$ cat src/assert_macros.svh
// ---------------------------------------------------------------------------
// assert_macros.svh
// Concurrent assertion shorthands shared by the RTL.
// ---------------------------------------------------------------------------
`ifndef ASSERT_MACROS_SVH
`define ASSERT_MACROS_SVH

// property must hold at every clock edge outside reset
`define ASSERT_PROP(lbl, clk_s, rst_s, prop, msg) \
  lbl: assert property (@(posedge clk_s) disable iff (rst_s) prop) \
    else $error(msg);

// expression must never be true outside reset
`define ASSERT_NEVER(lbl, clk_s, rst_s, expr, msg) \
  `ASSERT_PROP(lbl, clk_s, rst_s, !(expr), msg)

`endif

$ cat src/fwna_pkg.sv
// ---------------------------------------------------------------------------
// fwna_pkg
// Shared types, ASCII codes and elaboration helpers for the number formatter.
// ---------------------------------------------------------------------------
`default_nettype none

package fwna_pkg;

  localparam int NUMBER_WIDTH_DEF = 32;

  localparam logic [6:0] ASC_ZERO  = 7'h30;
  localparam logic [6:0] ASC_A     = 7'h41;
  localparam logic [6:0] ASC_PLUS  = 7'h2B;
  localparam logic [6:0] ASC_MINUS = 7'h2D;

  typedef enum logic [1:0] {
    MODE_UDEC = 2'd0,
    MODE_SDEC = 2'd1,
    MODE_HEX  = 2'd2,
    MODE_BIN  = 2'd3
  } mode_t;

  // decimal digits of the largest w-bit value
  function automatic int dec_digits(int w);
    logic [71:0] p;
    logic [71:0] m;
    int          n;
    m = (72'd1 << w) - 72'd1;
    p = 72'd1;
    n = 0;
    for (int k = 0; k < 24; k++) begin
      if (p <= m) begin
        p = p * 72'd10;
        n = n + 1;
      end
    end
    return n;
  endfunction

  // digit counts never pass 63
  function automatic int sat63(int x);
    return (x > 63) ? 63 : x;
  endfunction

endpackage

`default_nettype wire

$ cat src/fixed_width_number_to_ascii.sv
// ---------------------------------------------------------------------------
// fixed_width_number_to_ascii
// Formats one number as a row of fixed-width ASCII characters.
// ---------------------------------------------------------------------------
// Usage:
//  - Input word on s_*: s_tuser holds the mode (unsigned decimal, signed
//    decimal, hex, binary); s_tdata holds number, digit count, line, column.
//  - One output word per character on m_*, most significant digit first,
//    signed decimal preceded by '+' or '-'; m_tlast marks the final one.
//  - Digit count saturates per mode (decimal digits of the widest value,
//    NUMBER_WIDTH/4 rounded up for hex, NUMBER_WIDTH for binary, at most 63).
//  - Order: hex and binary go from accept straight to character emission.
//    Decimal runs a bit-serial BCD conversion first, one shift per bit of
//    NUMBER_WIDTH, then emits its characters.
//  - s_tready is high only while no number is in work; the last character may
//    still sit in the output register while the next number is taken.
//  - A stalled receiver (m_tready low) freezes character emission; nothing is
//    dropped. An unsigned request with zero digits emits nothing.
//  - rst (synchronous, active high) drops any number in work and empties the
//    output register.
// ---------------------------------------------------------------------------
`default_nettype none
`include "assert_macros.svh"

module fixed_width_number_to_ascii #(
  parameter int NUMBER_WIDTH = fwna_pkg::NUMBER_WIDTH_DEF
) (
  input  wire logic        clk,
  input  wire logic        rst,
  input  wire logic        s_tvalid,
  output logic             s_tready,
  input  wire logic [47:0] s_tdata,   // number[31:0], digit_count[37:32],
                                      // text_line[40:38], start_column[45:41]
  input  wire logic [1:0]  s_tuser,   // req_type[1:0]
  output logic             m_tvalid,
  input  wire logic        m_tready,
  output logic [15:0]      m_tdata,   // line_out[2:0], column_out[8:3],
                                      // char_code[15:9]
  output logic             m_tlast    // last_char
);

  localparam int DEC_DIGITS = fwna_pkg::dec_digits(NUMBER_WIDTH);
  localparam logic [5:0] LIM_DEC = 6'(fwna_pkg::sat63(DEC_DIGITS));
  localparam logic [5:0] LIM_HEX = 6'(fwna_pkg::sat63((NUMBER_WIDTH + 3) / 4));
  localparam logic [5:0] LIM_BIN = 6'(fwna_pkg::sat63(NUMBER_WIDTH));

  typedef enum logic [2:0] {
    ST_IDLE = 3'b001,
    ST_CONV = 3'b010,
    ST_EMIT = 3'b100
  } state_t;

  // input fields
  fwna_pkg::mode_t          in_mode;
  logic [31:0]              in_number;
  logic [5:0]               in_count;
  logic [2:0]               in_line;
  logic [4:0]               in_col;

  assign in_mode   = fwna_pkg::mode_t'(s_tuser);
  assign in_number = s_tdata[31:0];
  assign in_count  = s_tdata[37:32];
  assign in_line   = s_tdata[40:38];
  assign in_col    = s_tdata[45:41];

  state_t                   state;
  state_t                   state_next;
  fwna_pkg::mode_t          mode_q;
  logic [NUMBER_WIDTH-1:0]  val_q;
  logic                     neg_q;
  logic                     len_zero_q;
  logic                     sign_pending;
  logic [5:0]               pos;
  logic [2:0]               line_q;
  logic [5:0]               col_q;

  logic [2:0]               out_line;
  logic [5:0]               out_col;
  logic [6:0]               out_code;

  logic                     accept;
  logic                     load;
  logic                     load_last;
  logic [5:0]               lim;
  logic [5:0]               len_sat;
  logic [NUMBER_WIDTH-1:0]  v_in;
  logic [NUMBER_WIDTH-1:0]  v_neg;
  logic                     v_is_neg;
  logic [NUMBER_WIDTH-1:0]  v_mag;
  logic                     is_dec;

  logic                     dab_busy;
  logic [4*DEC_DIGITS-1:0]  dab_bcd;
  logic [6:0]               enc_code;

  assign s_tready = (state == ST_IDLE);
  assign accept   = s_tvalid && s_tready;
  assign load     = (state == ST_EMIT) && (!m_tvalid || m_tready);
  // final character: sign with no digits, or the lowest digit
  assign load_last = load && (sign_pending ? (pos == 6'd0 && len_zero_q) : (pos == 6'd0));

  // digit limit for the requested mode
  always_comb begin
    unique case (in_mode)
      fwna_pkg::MODE_HEX: lim = LIM_HEX;
      fwna_pkg::MODE_BIN: lim = LIM_BIN;
      default:            lim = LIM_DEC;
    endcase
  end

  assign len_sat  = (in_count > lim) ? lim : in_count;
  assign is_dec   = (in_mode == fwna_pkg::MODE_UDEC) || (in_mode == fwna_pkg::MODE_SDEC);

  // value reduced to NUMBER_WIDTH bits; magnitude taken in signed mode
  assign v_in     = NUMBER_WIDTH'(in_number);
  assign v_neg    = ~v_in + {{(NUMBER_WIDTH-1){1'b0}}, 1'b1};
  assign v_is_neg = (in_mode == fwna_pkg::MODE_SDEC) && v_in[NUMBER_WIDTH-1];
  assign v_mag    = v_is_neg ? v_neg : v_in;

  always_comb begin
    state_next = state;
    unique case (state)
      ST_IDLE: begin
        if (accept) begin
          if (in_mode == fwna_pkg::MODE_SDEC) begin
            state_next = ST_CONV;
          end else if (len_sat == 6'd0) begin
            state_next = ST_IDLE;
          end else if (is_dec) begin
            state_next = ST_CONV;
          end else begin
            state_next = ST_EMIT;
          end
        end
      end
      ST_CONV: begin
        if (!dab_busy) begin
          state_next = ST_EMIT;
        end
      end
      ST_EMIT: begin
        if (load_last) begin
          state_next = ST_IDLE;
        end
      end
      default: state_next = ST_IDLE;
    endcase
  end

  always_ff @(posedge clk) begin
    if (rst) begin
      state        <= ST_IDLE;
      sign_pending <= 1'b0;
      m_tvalid     <= 1'b0;
    end else begin
      state <= state_next;
      if (accept) begin
        sign_pending <= (in_mode == fwna_pkg::MODE_SDEC);
      end else if (load) begin
        sign_pending <= 1'b0;
      end
      if (load) begin
        m_tvalid <= 1'b1;
      end else if (m_tready) begin
        m_tvalid <= 1'b0;
      end
    end
  end

  // item context and character position
  always_ff @(posedge clk) begin
    if (accept) begin
      mode_q     <= in_mode;
      val_q      <= v_mag;
      neg_q      <= v_is_neg;
      len_zero_q <= (len_sat == 6'd0);
      pos        <= (len_sat == 6'd0) ? 6'd0 : len_sat - 6'd1;
      line_q     <= in_line;
      col_q      <= {1'b0, in_col};
    end else if (load) begin
      col_q <= col_q + 6'd1;
      if (!sign_pending && pos != 6'd0) begin
        pos <= pos - 6'd1;
      end
    end
  end

  // output register
  always_ff @(posedge clk) begin
    if (load) begin
      out_line <= line_q;
      out_col  <= col_q;
      out_code <= enc_code;
      m_tlast  <= load_last;
    end
  end

  assign m_tdata = {out_code, out_col, out_line};

  // conversion runs only for words that go on to the conversion state
  fwna_dabble #(
    .NUMBER_WIDTH (NUMBER_WIDTH),
    .DEC_DIGITS   (DEC_DIGITS)
  ) u_dabble (
    .clk   (clk),
    .rst   (rst),
    .start (accept && (state_next == ST_CONV)),
    .value (v_mag),
    .busy  (dab_busy),
    .bcd   (dab_bcd)
  );

  fwna_char_enc #(
    .NUMBER_WIDTH (NUMBER_WIDTH),
    .DEC_DIGITS   (DEC_DIGITS)
  ) u_char_enc (
    .mode     (mode_q),
    .val      (val_q),
    .bcd      (dab_bcd),
    .pos      (pos),
    .sign_sel (sign_pending),
    .neg      (neg_q),
    .code     (enc_code)
  );

  `ASSERT_PROP(a_last_idle, clk, rst, load_last |=> (state == ST_IDLE), "no idle after last char")
  `ASSERT_NEVER(a_conv_quiet, clk, rst, (state == ST_CONV) && load, "char emitted mid conversion")
  `ASSERT_NEVER(a_emit_done, clk, rst, (state == ST_EMIT) && dab_busy, "emit before BCD ready")

endmodule

`default_nettype wire

$ cat src/fwna_dabble.sv
// ---------------------------------------------------------------------------
// fwna_dabble
// Bit-serial binary to BCD converter (shift and add 3), one bit per cycle.
// ---------------------------------------------------------------------------
`default_nettype none
`include "assert_macros.svh"

module fwna_dabble #(
  parameter int NUMBER_WIDTH = fwna_pkg::NUMBER_WIDTH_DEF,
  parameter int DEC_DIGITS   = fwna_pkg::dec_digits(fwna_pkg::NUMBER_WIDTH_DEF)
) (
  input  wire logic                      clk,
  input  wire logic                      rst,
  input  wire logic                      start,
  input  wire logic [NUMBER_WIDTH-1:0]   value,
  output logic                           busy,
  output logic [4*DEC_DIGITS-1:0]        bcd
);

  localparam int BW   = 4 * DEC_DIGITS;
  localparam int CNTW = $clog2(NUMBER_WIDTH);

  logic [NUMBER_WIDTH-1:0] sh;
  logic [CNTW-1:0]         cnt;
  logic [BW-1:0]           adj;

  // add 3 to every digit of 5 or more before the shift
  always_comb begin
    for (int k = 0; k < DEC_DIGITS; k++) begin
      adj[4*k +: 4] = (bcd[4*k +: 4] >= 4'd5) ? bcd[4*k +: 4] + 4'd3 : bcd[4*k +: 4];
    end
  end

  always_ff @(posedge clk) begin
    if (rst) begin
      busy <= 1'b0;
      cnt  <= '0;
    end else if (start) begin
      busy <= 1'b1;
      cnt  <= '0;
    end else if (busy) begin
      cnt <= cnt + 1'b1;
      if (cnt == CNTW'(NUMBER_WIDTH - 1)) begin
        busy <= 1'b0;
      end
    end
  end

  always_ff @(posedge clk) begin
    if (start) begin
      sh  <= value;
      bcd <= '0;
    end else if (busy) begin
      sh  <= {sh[NUMBER_WIDTH-2:0], 1'b0};
      bcd <= {adj[BW-2:0], sh[NUMBER_WIDTH-1]};
    end
  end

  `ASSERT_PROP(a_start_busy, clk, rst, start |=> busy, "conversion did not start")

endmodule

`default_nettype wire

$ cat src/fwna_char_enc.sv
// ---------------------------------------------------------------------------
// fwna_char_enc
// Picks the digit at one position for the mode and maps it to ASCII.
// ---------------------------------------------------------------------------
`default_nettype none

module fwna_char_enc #(
  parameter int NUMBER_WIDTH = fwna_pkg::NUMBER_WIDTH_DEF,
  parameter int DEC_DIGITS   = fwna_pkg::dec_digits(fwna_pkg::NUMBER_WIDTH_DEF)
) (
  input  wire fwna_pkg::mode_t           mode,
  input  wire logic [NUMBER_WIDTH-1:0]   val,
  input  wire logic [4*DEC_DIGITS-1:0]   bcd,
  input  wire logic [5:0]                pos,
  input  wire logic                      sign_sel,
  input  wire logic                      neg,
  output logic [6:0]                     code
);

  logic [NUMBER_WIDTH-1:0]   hsh;
  logic [NUMBER_WIDTH-1:0]   bsh;
  logic [4*DEC_DIGITS-1:0]   dsh;
  logic [3:0]                dig;

  assign hsh = val >> {pos, 2'b00};
  assign bsh = val >> pos;
  assign dsh = bcd >> {pos, 2'b00};

  always_comb begin
    unique case (mode)
      fwna_pkg::MODE_HEX: dig = hsh[3:0];
      fwna_pkg::MODE_BIN: dig = {3'b000, bsh[0]};
      default:            dig = dsh[3:0];
    endcase
  end

  always_comb begin
    if (sign_sel) begin
      code = neg ? fwna_pkg::ASC_MINUS : fwna_pkg::ASC_PLUS;
    end else if (dig < 4'd10) begin
      code = fwna_pkg::ASC_ZERO + {3'b000, dig};
    end else begin
      code = fwna_pkg::ASC_A - 7'd10 + {3'b000, dig};
    end
  end

endmodule

`default_nettype wire
$ cat config.mk
export PLATFORM = sky130hd
export DESIGN_NAME = fixed_width_number_to_ascii
export DESIGN_NICKNAME = d
export VERILOG_FILES = /design/src/fwna_pkg.sv /design/src/fixed_width_number_to_ascii.sv /design/src/fwna_dabble.sv /design/src/fwna_char_enc.sv
export VERILOG_INCLUDE_DIRS = /design/src /design/src/src
export SDC_FILE = /design/constraint.sdc
export NUM_CORES = 1
export LEC_CHECK = 0
export ABC_AREA = 1
export BUFFER_PORTS_ARGS = -buffer_cell sky130_fd_sc_hd__buf_2
export CAP_MARGIN = 10
export CORE_UTILIZATION = 50
export CTS_CLUSTER_DIAMETER = 200
export DETAILED_ROUTE_END_ITERATION = 6
export GPL_TIMING_DRIVEN = 0
export PLACE_DENSITY = 0.65
export SETUP_SLACK_MARGIN = 0.05
export SLEW_MARGIN = 5
export SYNTH_ARGS = -nofsm -noshare
export SYNTH_HDL_FRONTEND = slang
export SYNTH_SLANG_ARGS = --single-unit
$ cat constraint.sdc
create_clock -name clk -period 6.7 [get_ports clk]
set_clock_uncertainty 0.15 [all_clocks]
set_input_delay 0.67 -clock clk [delete_from_list [all_inputs] [get_ports clk]]
set_output_delay 0.67 -clock clk [all_outputs]
set_load 0.05 [all_outputs]
==> results of run 1 <==
## power by group
group / total [mW] / internal [mW] / switching [mW] / leakage (nW)
sequential: 1.38 / 1.23 / 0.155 / 1.36
combinational: 1.10 / 0.378 / 0.725 / 2.82
clock: 0.919 / 0.489 / 0.430 / 0.272
## registers in the layout (all words and copies together) (netlist names), 2 cells and up
name / cells
u_dabble.bcd: 40
u_dabble.sh: 32
val_q: 32
out_code: 7
col_q: 6
out_col: 6
pos: 6
u_dabble.cnt: 5
line_q: 3
out_line: 3
state: 3
mode_q: 2
## cells by family (layout without fill, tap and decap cells)
kind of cell,Yosys count,after routing,synth area share
fa+ha+maj,30,30,0.04244
xor+xnor,44,44,0.04357
buf+inv,184,287,0.08657
simple gates,552,552,0.2648
flops,151,151,0.4538
compound gates,165,165,0.1088
## cell usage in the layout, fill, tap and decap left out, types with 10 or more instances in the layout
master     count
edfxtp_1      99
nor3_1        22
nand2_1      330
o211ai_1      15
buf_2         84
nor2_1        71
nand3_1       88
dfxtp_1       52
o21ai_0       68
clkbuf_16     17
clkbuf_1      12
a21oi_1       51
xor2_1        30
a21oi_2       20
xnor2_1       14
nand4_1       10
ha_1          30
inv_1        139
## layout make-up
class                      instances  area (um^2)  share of cell area
multi-input combinational        791         4068              0.4043
sequential                       151         4014              0.3990
inverter                         146        549.3             0.05460
clock buffer                      17        425.4             0.04228
timing repair buffer              71        370.4             0.03681
tap                              225        281.5             0.02798
buffer                            38        217.7             0.02164
clock inverter                    15        135.1             0.01343
## critical path: cells and delay by family
kind	cells	cell delay (ps)
AND/OR/NAND/NOR	11	1470
buffers and inverters	6	710
adder cells (fa/ha/maj)	2	550
AO/OA/AOI/OAI	1	270
## metal layers
| layer | vias to the layer above | share of wire | wire length (um) | GRT usage |
|---|---|---|---|---|
| met3 | 37 | 0.049 | 1102 | 0.04429 |
| met5 | - | 0 | 0 | 0 |
| met4 | 0 | 0.017 | 380 | 0.08427 |
| li1 | 3879 | - | - | - |
| met2 | 211 | 0.46 | 10370 | 0.4127 |
| met1 | 3518 | 0.47 | 10470 | 0.3589 |
## metrics by stage
stage | std cells | area, um^2 | setup WS [ps]
detailed placement | 1422 | 9500 | 2386
finish | 1454 | 10060 | 2842
global placement | 1421 | 9477 | 1950
floorplan | 1126 | 8845 | 2930
global route | 1454 | 10060 | 2501
CTS | 1454 | 10060 | 2852
## worst paths after layout
check                          to         from  cells past startpoint
setup / recovery  u_dabble.sh[12]   s_tuser[1]                     20
hold reg to reg       out_line[2]    line_q[2]                      0
setup reg to reg           pos[1]       pos[0]                     10
hold / removal          line_q[1]  s_tdata[39]                      1
==> summary.md, run 1 <==
| Metric | Value |
|---|---|
| Hold Crit Class | `in -> reg` |
| Setup TNS Final | `0 ps` |
| Synth warn | `0` |
| Synth Cell Area | `8845 um^2` |
| Clk_lat worst skew | `between 400 and 500 ps` |
| Hold Buf Count CTS | `0` |
| Pin count of the biggest net entering global routing | `35` |
| PD cells | `between 300 and 400 nW/um^2` |
| Ant. Diodes | `0` |
| Relative slew slack | `0.3186` |
| MaxCap Viol Count | `0` |
| Area contributors post-synth | `edfxtp_1, nand2_1, dfxtp_1` |
| 1st-iter DRT viols | `569` |
| Initial Utilization | `0.5114` |
| Post-layout nets | `1300` |
| Util after Layout | `0.5817` |
| Fin crit period | `between 3000 and 4000 ps` |
| CP dominant cell by count | `nand2_2` |
| DP Wirelength | `roughly 16000 um` |
| CP max-delay cell | `nand2_2` |
| Max Freq | `259.2 MHz` |
| Fin crit share | `0.5759` |
| Netlist cell types | `between 40 and 50` |
| Synth Flop Type | `edfxtp_1` |
| Layout area overhead | `13.75%` |
| Grt total ovfl | `0` |
| Via count | `7645` |
| Count leader, synth | `nand2_1` |
| WL/cell | `~15 um` |
| Fill cells | `1629` |
| Area share of the largest cell type after synthesis | `0.3361` |
| Tot Pwr | `roughly 3.4 mW` |
| Setup violators final | `0` |
| Detailed Route WL | `22320 um` |
| Worst Setup End Kind | `flop` |
| Initial antenna violation count | `0` |
| CTS tree | `done` |
| Post-synth EDFFs | `99` |
| I/O Pins | `between 70 and 80` |
| Worst-path fanout max | `32` |
| Clk sinks | `about 150` |
| Top cell type by total area after synthesis | `edfxtp_1` |
| Leakage | `roughly 4.4 nW` |
| CTS clock-pin slew for the worst setup and hold paths | `about 70 ps` |
| Final Max Slew Viols | `0` |
| Register area share after synthesis | `0.4538` |
| Peak supply drop | `approximately 230 uV` |
| WHS | `between 200 and 300 ps` |
| Port Buffers | `70` |
| Final hold viol count | `0` |
| CP max stage delay | `approximately 490 ps` |
| Row count | `48` |
| Setup bufs post-CTS | `0` |
| Crit Path Class | `in -> reg` |
| Fraction of layout cells with a size suffix above 1 | `0.1416` |
| Placeable Area | `around 17000 um^2` |
| # DRC | `0` |
| Startpoint types | `input port` |
| Synth Net Count | `around 1200` |
| H-Tree Depth | `4` |
| Clk buf depth | `2` |
| CP arrival | `3690 ps` |
| Root Driver | `clkbuf_16` |
| Routability Congestion | `slightly above 0.9` |
| Most frequent cells after synthesis | `nand2_1, inv_1, edfxtp_1` |
| Pre-antenna DRT Iters | `5` |
| Status | `finished, final reports clean` |
| Die height | `about 140 um` |
| Post_cts resized | `0` |
| Mean Syn Cell Area | `7.855 um^2` |
| Post-DR vias/cell | `5.258` |
| Antenna Violating Nets Remaining | `0` |
| Crit path required time | `about 6500 ps` |
| Vias in the first global route | `7197` |
| Syn Inst Count | `1126` |
| Die width | `~140 um` |
| Worst-margin pin slew | `1013 ps` |
| Cts bufs inserted | `17` |
| Async set or reset register ratio after synthesis | `0` |
| FF+latch count, synth | `151` |
| Die area | `18230 um^2` |
| Reg2reg setup slack | `between 3000 and 4000 ps` |
| First-pass GRT wire length | `36420 um` |
| Cells along the critical path | `buf_2, nand2_1, inv_1, ha_1, inv_1, nor2_1, nand3b_1, nand4_2, nand2_2, o21ai_0, ha_1, nand2_1, nor2_1, nand2_1, clkinv_2, nand2_2, nand2_2, buf_4, buf_6, nand2_2` |
| GRT Overall Usage | `0.2595` |
| RSZ-0062 raised after global routing | `false` |
No activity file was read; power rests on OpenSTA's default activity.
==> run 2, diff against run 1 <==
--- a/config.mk
+++ b/config.mk
@@ -6,14 +6,14 @@
 export SDC_FILE = /design/constraint.sdc
 export NUM_CORES = 1
 export LEC_CHECK = 0
-export ABC_AREA = 1
+export ABC_AREA = 0
 export BUFFER_PORTS_ARGS = -buffer_cell sky130_fd_sc_hd__buf_2
 export CAP_MARGIN = 10
 export CORE_UTILIZATION = 50
 export CTS_CLUSTER_DIAMETER = 200
 export DETAILED_ROUTE_END_ITERATION = 6
 export GPL_TIMING_DRIVEN = 0
-export PLACE_DENSITY = 0.65
+export PLACE_DENSITY = 0.67
 export SETUP_SLACK_MARGIN = 0.05
 export SLEW_MARGIN = 5
 export SYNTH_ARGS = -nofsm -noshare
==> constraint.sdc (replaced) <==
create_clock -name clk -period 3.3 [get_ports clk]
set_clock_uncertainty 0.15 [all_clocks]
set_input_delay 0.33 -clock clk [delete_from_list [all_inputs] [get_ports clk]]
set_output_delay 0.33 -clock clk [all_outputs]
set_load 0.05 [all_outputs]
==> summary.md, run 2 <==
| Metric | Value |
|---|---|
| Status | `finished, final reports clean` |
| RSZ-0062 raised after global routing | `true` |
| Routability Congestion | `0.9404` |
| Util after Layout | `0.6400` |
| Clk sinks | `between 150 and 200` |
| Detailed Route WL | `roughly 21000 um` |
| Top reg by flops | `u_dabble.bcd` |
| Max reg flops | `40` |
| Pre-antenna DRT Iters | `5` |
| Setup violators final | `0` |
| Final Max Slew Viols | `0` |
| Hold path startpoint | `s_tdata[45]` |
| Hold path cells | `3` |
| Synth warn | `0` |
| Post-synth EDFFs | `99` |
| WL/cell | `18.53 um` |
| Reg2reg end | `out_code[6]` |
| Sw frac | `0.3308` |
| Most frequent cells after synthesis | `edfxtp_1, nor2_1, nand2_1` |
| Leakage | `3.986 nW` |
| Clk pwr share | `0.269` |
| Reg2reg setup slack | `~210 ps` |
| Final non-filler cell total | `between 1000 and 1500` |
| Post-layout nets | `around 1000` |
| CTS tree | `done` |
| Port Buffers | `a little under 70` |
| Cells after DPL | `1069` |
| Pin count of the biggest net entering global routing | `between 40 and 50` |
| Max Freq | `just over 300 MHz` |
| Ant. Diodes | `0` |
| Synth Cell Area | `approximately 8400 um^2` |
| WHS | `between 30 and 40 ps` |
| Via count | `roughly 6600` |
| Relative slew slack | `0.2484` |
| Worst Setup End Kind | `flop` |
| Flop pwr share | `0.374` |
| Post-Layout Inst Area | `about 11000 um^2` |
| Top cell type by total area after synthesis | `edfxtp_1` |
| Hold Crit Class | `in -> reg` |
| CP arrival | `3250 ps` |
| Die height | `131.6 um` |
| Die width | `between 100 and 150 um` |
| DP Wirelength | `14560 um` |
| Register area share after synthesis | `0.4782` |
| H-Tree Depth | `4` |
| Setup TNS Final | `0 ps` |
| Post-DP Area | `9141 um^2` |
| GRT Overall Usage | `0.2544` |
| Area share of the largest cell type after synthesis | `0.3542` |
| Fin crit period | `between 3000 and 4000 ps` |
| Synth Net Count | `864` |
| Peak supply drop | `427.6 uV` |
| Fin crit share | `0.9750` |
| 1st-iter DRT viols | `approximately 450` |
| Mean Syn Cell Area | `between 10 and 15 um^2` |
| Syn Inst Count | `between 700 and 800` |
| CTS clock-pin slew for the worst setup and hold paths | `~60 ps` |
| Area contributors post-synth | `edfxtp_1, dfxtp_1, mux4_2` |
| Post-DR vias/cell | `roughly 5.8` |
| MaxCap Viol Count | `0` |
| Clk_lat worst skew | `~440 ps` |
| Initial antenna violation count | `0` |
| Setup WS pre-CTS | `-837.9 ps` |
| Final hold viol count | `0` |
| Worst-path fanout max | `5` |
| PD cells | `715.2 nW/um^2` |
| Worst-margin pin slew | `between 1000 and 1500 ps` |
| Synth Flop Type | `edfxtp_1` |
| Crit path required time | `around 3300 ps` |
| Initial Utilization | `0.5098` |
| Netlist cell types | `65` |
| Placeable Area | `around 16000 um^2` |
| Most frequent cells in the layout | `edfxtp_1, buf_2, nor2_1` |
| Cts bufs inserted | `17` |
| Startpoint types | `input port` |
| Async set or reset register ratio after synthesis | `0` |
| Die area | `roughly 17000 um^2` |
| Fill cells | `roughly 1300` |
| Crit Path Class | `in -> reg` |
| Largest regs | `u_dabble.bcd x40, u_dabble.sh x32, val_q x32` |
| Row count | `47` |
| Worst Hold End | `col_q[4]` |
| First-pass GRT wire length | `34130 um` |
| FF+latch count, synth | `between 150 and 200` |
| Combinational share of power | `0.356` |
| Tot Pwr | `between 7 and 8 mW` |
| I/O Pins | `between 70 and 80` |
| Count leader, synth | `edfxtp_1` |
| Post-route setup slack | `approximately 83 ps` |
| Antenna Violating Nets Remaining | `0` |
| # DRC | `0` |
| Worst Reg2Reg Path Length in Cells | `9` |
| Most common cell after layout, fill and taps aside | `edfxtp_1` |
| R2R Path Start | `pos[2]` |
| Root Driver | `clkbuf_16` |
| Clk buf depth | `2` |
| Layout area overhead | `25.53%` |
| Vias in the first global route | `between 6000 and 7000` |
| Grt total ovfl | `0` |
| Fraction of layout cells with a size suffix above 1 | `0.2717` |
| Internal Power | `about 5 mW` |
| Psw | `approximately 2.5 mW` |
run 2: cells by family (layout without fill, tap and decap cells):
group,after synthesis,in the layout,synth area share
AO/OA/AOI/OAI,154,154,0.1125
flip-flops,151,151,0.4782
AND/OR/NAND/NOR,227,230,0.1306
XOR/XNOR,62,62,0.06469
multiplexers,79,79,0.1325
buffers and inverters,77,214,0.03681
adder cells (fa/ha/maj),30,30,0.04472
run 2: worst max-delay path by stage:
stage	end	cells after the start	startpoint
6_report	u_dabble.sh[16]	16	s_tuser[1]
5_1_grt	u_dabble.sh[16]	16	s_tuser[1]
4_1_cts	u_dabble.sh[8]	19	s_tuser[1]
3_3_place_gp	u_dabble.sh[17]	17	s_tuser[1]
3_5_place_dp	u_dabble.sh[30]	19	s_tuser[1]
2_1_floorplan	u_dabble.sh[17]	16	s_tuser[1]
run 2: layout make-up:
class	instances	area, um^2	share of cell area
inverter	41	156.4	0.01484
sequential	151	4014	0.3809
timing repair buffer	110	888.4	0.08430
clock inverter	15	190.2	0.01805
tap	220	275.3	0.02612
buffer	31	212.7	0.02019
clock buffer	17	425.4	0.04037
multi-input combinational	555	4375	0.4152
run 2: power groups by stage:
stage / clock (mW) / combinational [mW] / sequential, mW
floorplan: 0 / 1.63 / 2.76
global placement: 0 / 2.11 / 2.81
detailed placement: 0 / 2.17 / 2.83
CTS: 2.05 / 2.65 / 2.79
global route: 2.13 / 2.87 / 2.86
finish: 2.03 / 2.68 / 2.82
run 2: timing repair:
item                                    in CTS  in global routing
gates resized for setup                     70                 21
endpoints found under the setup margin     121                119
hold buffers                                 5                  1
buffers inserted                            28                  3
cloned                                       8                  0
endpoints found under the hold margin        5                  1
pin swaps                                    5                 10
run 2: worst max-delay path: stages:
cell	delay, ps
buf_12	110
nand2_8	70
inv_4	40
ha_4	260
nand4b_1	110
or3_1	350
and2_4	190
o21ai_2	140
ha_2	180
nand3b_1	90
or4_4	510
a21boi_4	190
buf_12	140
buf_12	110
buf_8	120
mux2_4	300
run 2: layer usage:
metal	vias up	routed length [um]	GRT usage
met5	-	0	0
met4	0	482	0.1053
met3	36	1164	0.04630
met2	237	10350	0.4262
met1	3205	9126	0.3238
li1	3096	-	-
==> run 3, diff against run 2 <==
--- a/config.mk
+++ b/config.mk
@@ -9,11 +9,11 @@
 export ABC_AREA = 0
 export BUFFER_PORTS_ARGS = -buffer_cell sky130_fd_sc_hd__buf_2
 export CAP_MARGIN = 10
-export CORE_UTILIZATION = 50
+export CORE_UTILIZATION = 30
 export CTS_CLUSTER_DIAMETER = 200
 export DETAILED_ROUTE_END_ITERATION = 6
 export GPL_TIMING_DRIVEN = 0
-export PLACE_DENSITY = 0.67
+export PLACE_DENSITY = 0.43
 export SETUP_SLACK_MARGIN = 0.05
 export SLEW_MARGIN = 5
 export SYNTH_ARGS = -nofsm -noshare
==> summary.md, run 3 (same netlist as run 2, synthesis figures left out) <==
| Metric | Value |
|---|---|
| DP Wirelength | `about 16000 um` |
| Port Buffers | `69` |
| Crit Path Class | `in -> reg` |
| Final hold viol count | `0` |
| Clk sinks | `151` |
| Fraction of layout cells with a size suffix above 1 | `0.2406` |
| Ant. Diodes | `0` |
| Detailed Route WL | `around 23000 um` |
| Final Max Slew Viols | `0` |
| Pre-antenna DRT Iters | `5` |
| Clk buf depth | `2` |
| Largest regs | `u_dabble.bcd x40, u_dabble.sh x32, val_q x32` |
| Max Freq | `~310 MHz` |
| Fin crit share | `0.9625` |
| Worst-path fanout max | `6` |
| Status | `finished, final reports clean` |
| Post-DR vias/cell | `roughly 5` |
| H-Tree Depth | `4` |
| MaxCap Viol Count | `0` |
| Hold Crit Class | `in -> reg` |
| Relative slew slack | `0.3041` |
| WHS | `around 27 ps` |
| Setup violators final | `0` |
| RSZ-0062 raised after global routing | `true` |
| GRT Overall Usage | `0.1657` |
| Grt total ovfl | `0` |
| Startpoint types | `input port` |
| Worst Setup End Kind | `flop` |
| Cells along the critical path | `buf_12, nand2_8, inv_4, ha_4, nand4b_1, or3_4, and2_4, o21ai_2, ha_2, nand3b_1, or4_4, a21boi_4, buf_12, buf_12, mux2_4` |
| Initial Utilization | `0.3089` |
| CP arrival | `~3200 ps` |
| CTS tree | `done` |
| PD cells | `705.5 nW/um^2` |
| Die height | `around 170 um` |
| Peak supply drop | `between 200 and 300 uV` |
| Most frequent cells in the layout | `edfxtp_1, buf_2, nor2_1` |
| Cts bufs inserted | `17` |
| Pin count of the biggest net entering global routing | `between 40 and 50` |
| CP max stage delay | `around 520 ps` |
| CTS clock-pin slew for the worst setup and hold paths | `70 ps` |
| Antenna Violating Nets Remaining | `0` |
| # DRC | `0` |
| Root Driver | `clkbuf_16` |
| Vias in the first global route | `roughly 6000` |
| Fill cells | `roughly 2700` |
| Crit path required time | `about 3300 ps` |
| Leakage | `roughly 3.9 nW` |
| Cells after DPL | `~1200` |
| I/O Pins | `73` |
| Most common cell after layout, fill and taps aside | `edfxtp_1` |
| Placeable Area | `27180 um^2` |
| Layout area overhead | `23.69%` |
| Post-layout nets | `around 970` |
| CP dominant cell by count | `buf_12` |
| Via count | `between 6000 and 7000` |
| Worst-margin pin slew | `1035 ps` |
| First-pass GRT wire length | `~36000 um` |
| WL/cell | `roughly 18 um` |
| Die area | `around 29000 um^2` |
| Max reg flops | `40` |
| Fin crit period | `3176 ps` |
| Die width | `roughly 170 um` |
| Routability Congestion | `slightly below 0.8` |
| 1st-iter DRT viols | `roughly 340` |
| Row count | `60` |
| Initial antenna violation count | `0` |
| Clk_lat worst skew | `between 400 and 500 ps` |
| Final non-filler cell total | `1274` |
| CP max-delay cell | `or4_4` |
| Top reg by flops | `u_dabble.bcd` |
-- run 3: cell types whose count changed in the layout (fill, tap and decap cells not counted), moves of 4 or more --
cell / previous run / this run
buf_2: 67 / 73
buf_4: 17 / 8
buf_6: 13 / 3
inv_8: 0 / 4
mux2_2: 12 / 7
mux2_4: 19 / 24
nor2_1: 55 / 66
nor2_2: 10 / 1
nor3_1: 22 / 27
nor3_2: 4 / 0
-- run 3: per-stage QoR --
stage / power, mW / area, um^2 / utilization / TNS, ps / setup WS, ps
5_1_grt: 7.709 / 10380 / 0.3820 / 0 / 5.761
2_1_floorplan: 4.389 / 8521 / - / -15510 / -332.8
3_3_place_gp: 5.078 / 9331 / 0.3434 / -84870 / -863.3
3_5_place_dp: 5.071 / 9331 / 0.3434 / -80990 / -850.3
4_1_cts: 7.293 / 10270 / 0.3779 / -1265 / -95.29
6_report: 7.325 / 10380 / 0.3820 / 0 / 123.9
-- run 3: path summary, 6_finish.rpt --
path / slack [ps] / depth (start not counted) / from / end
setup / recovery: 120 / 15 / s_tuser[1] / u_dabble.sh[18]
hold / removal: 30 / 3 / s_tdata[43] / col_q[2]
setup reg to reg: 230 / 11 / pos[0] / out_code[2]
hold reg to reg: 270 / 0 / line_q[0] / out_line[0]
-- run 3: layout make-up --
| class | count | area [um^2] | share of cell area |
|---|---|---|---|
| clock buffers | 17 | 425.4 | 0.04097 |
| well taps | 372 | 465.4 | 0.04483 |
| multi-input cells | 554 | 4312 | 0.4153 |
| clock inverters | 15 | 156.4 | 0.01506 |
| plain buffers | 31 | 182.7 | 0.01759 |
| inverters | 41 | 156.4 | 0.01506 |
| flip-flops and latches | 151 | 4014 | 0.3866 |
| repair buffers | 93 | 670.6 | 0.06459 |
-- run 3: layer usage --
metal | global-route usage | up-vias | wire (um)
met4 | 0.04661 | 0 | 268
met1 | 0.2367 | 3048 | 11360
met5 | 0 | - | 0
met2 | 0.2571 | 105 | 10520
met3 | 0.02775 | 18 | 689
li1 | - | 3060 | -
-- run 3: where the power goes --
part	switching, mW	internal (mW)
Clock	0.896	1.07
Combinational	1.39	1.14
Sequential	0.259	2.57
-- run 3: critical path, delay by kind of cell --
family / cells / cell delay (ps)
compound gates: 2 / 310
fa+ha+maj: 2 / 450
buf+inv: 4 / 450
mux: 1 / 300
simple gates: 6 / 1340
-- run 3: repair_timing --
item | in CTS | in global routing
setup buffers | 13 | 1
hold endpoints to repair | 6 | 1
endpoints found under the setup margin | 120 | 112
hold buffers | 6 | 1
resized for setup | 30 | 34
pin swaps | 3 | 8
cloned | 3 | 1
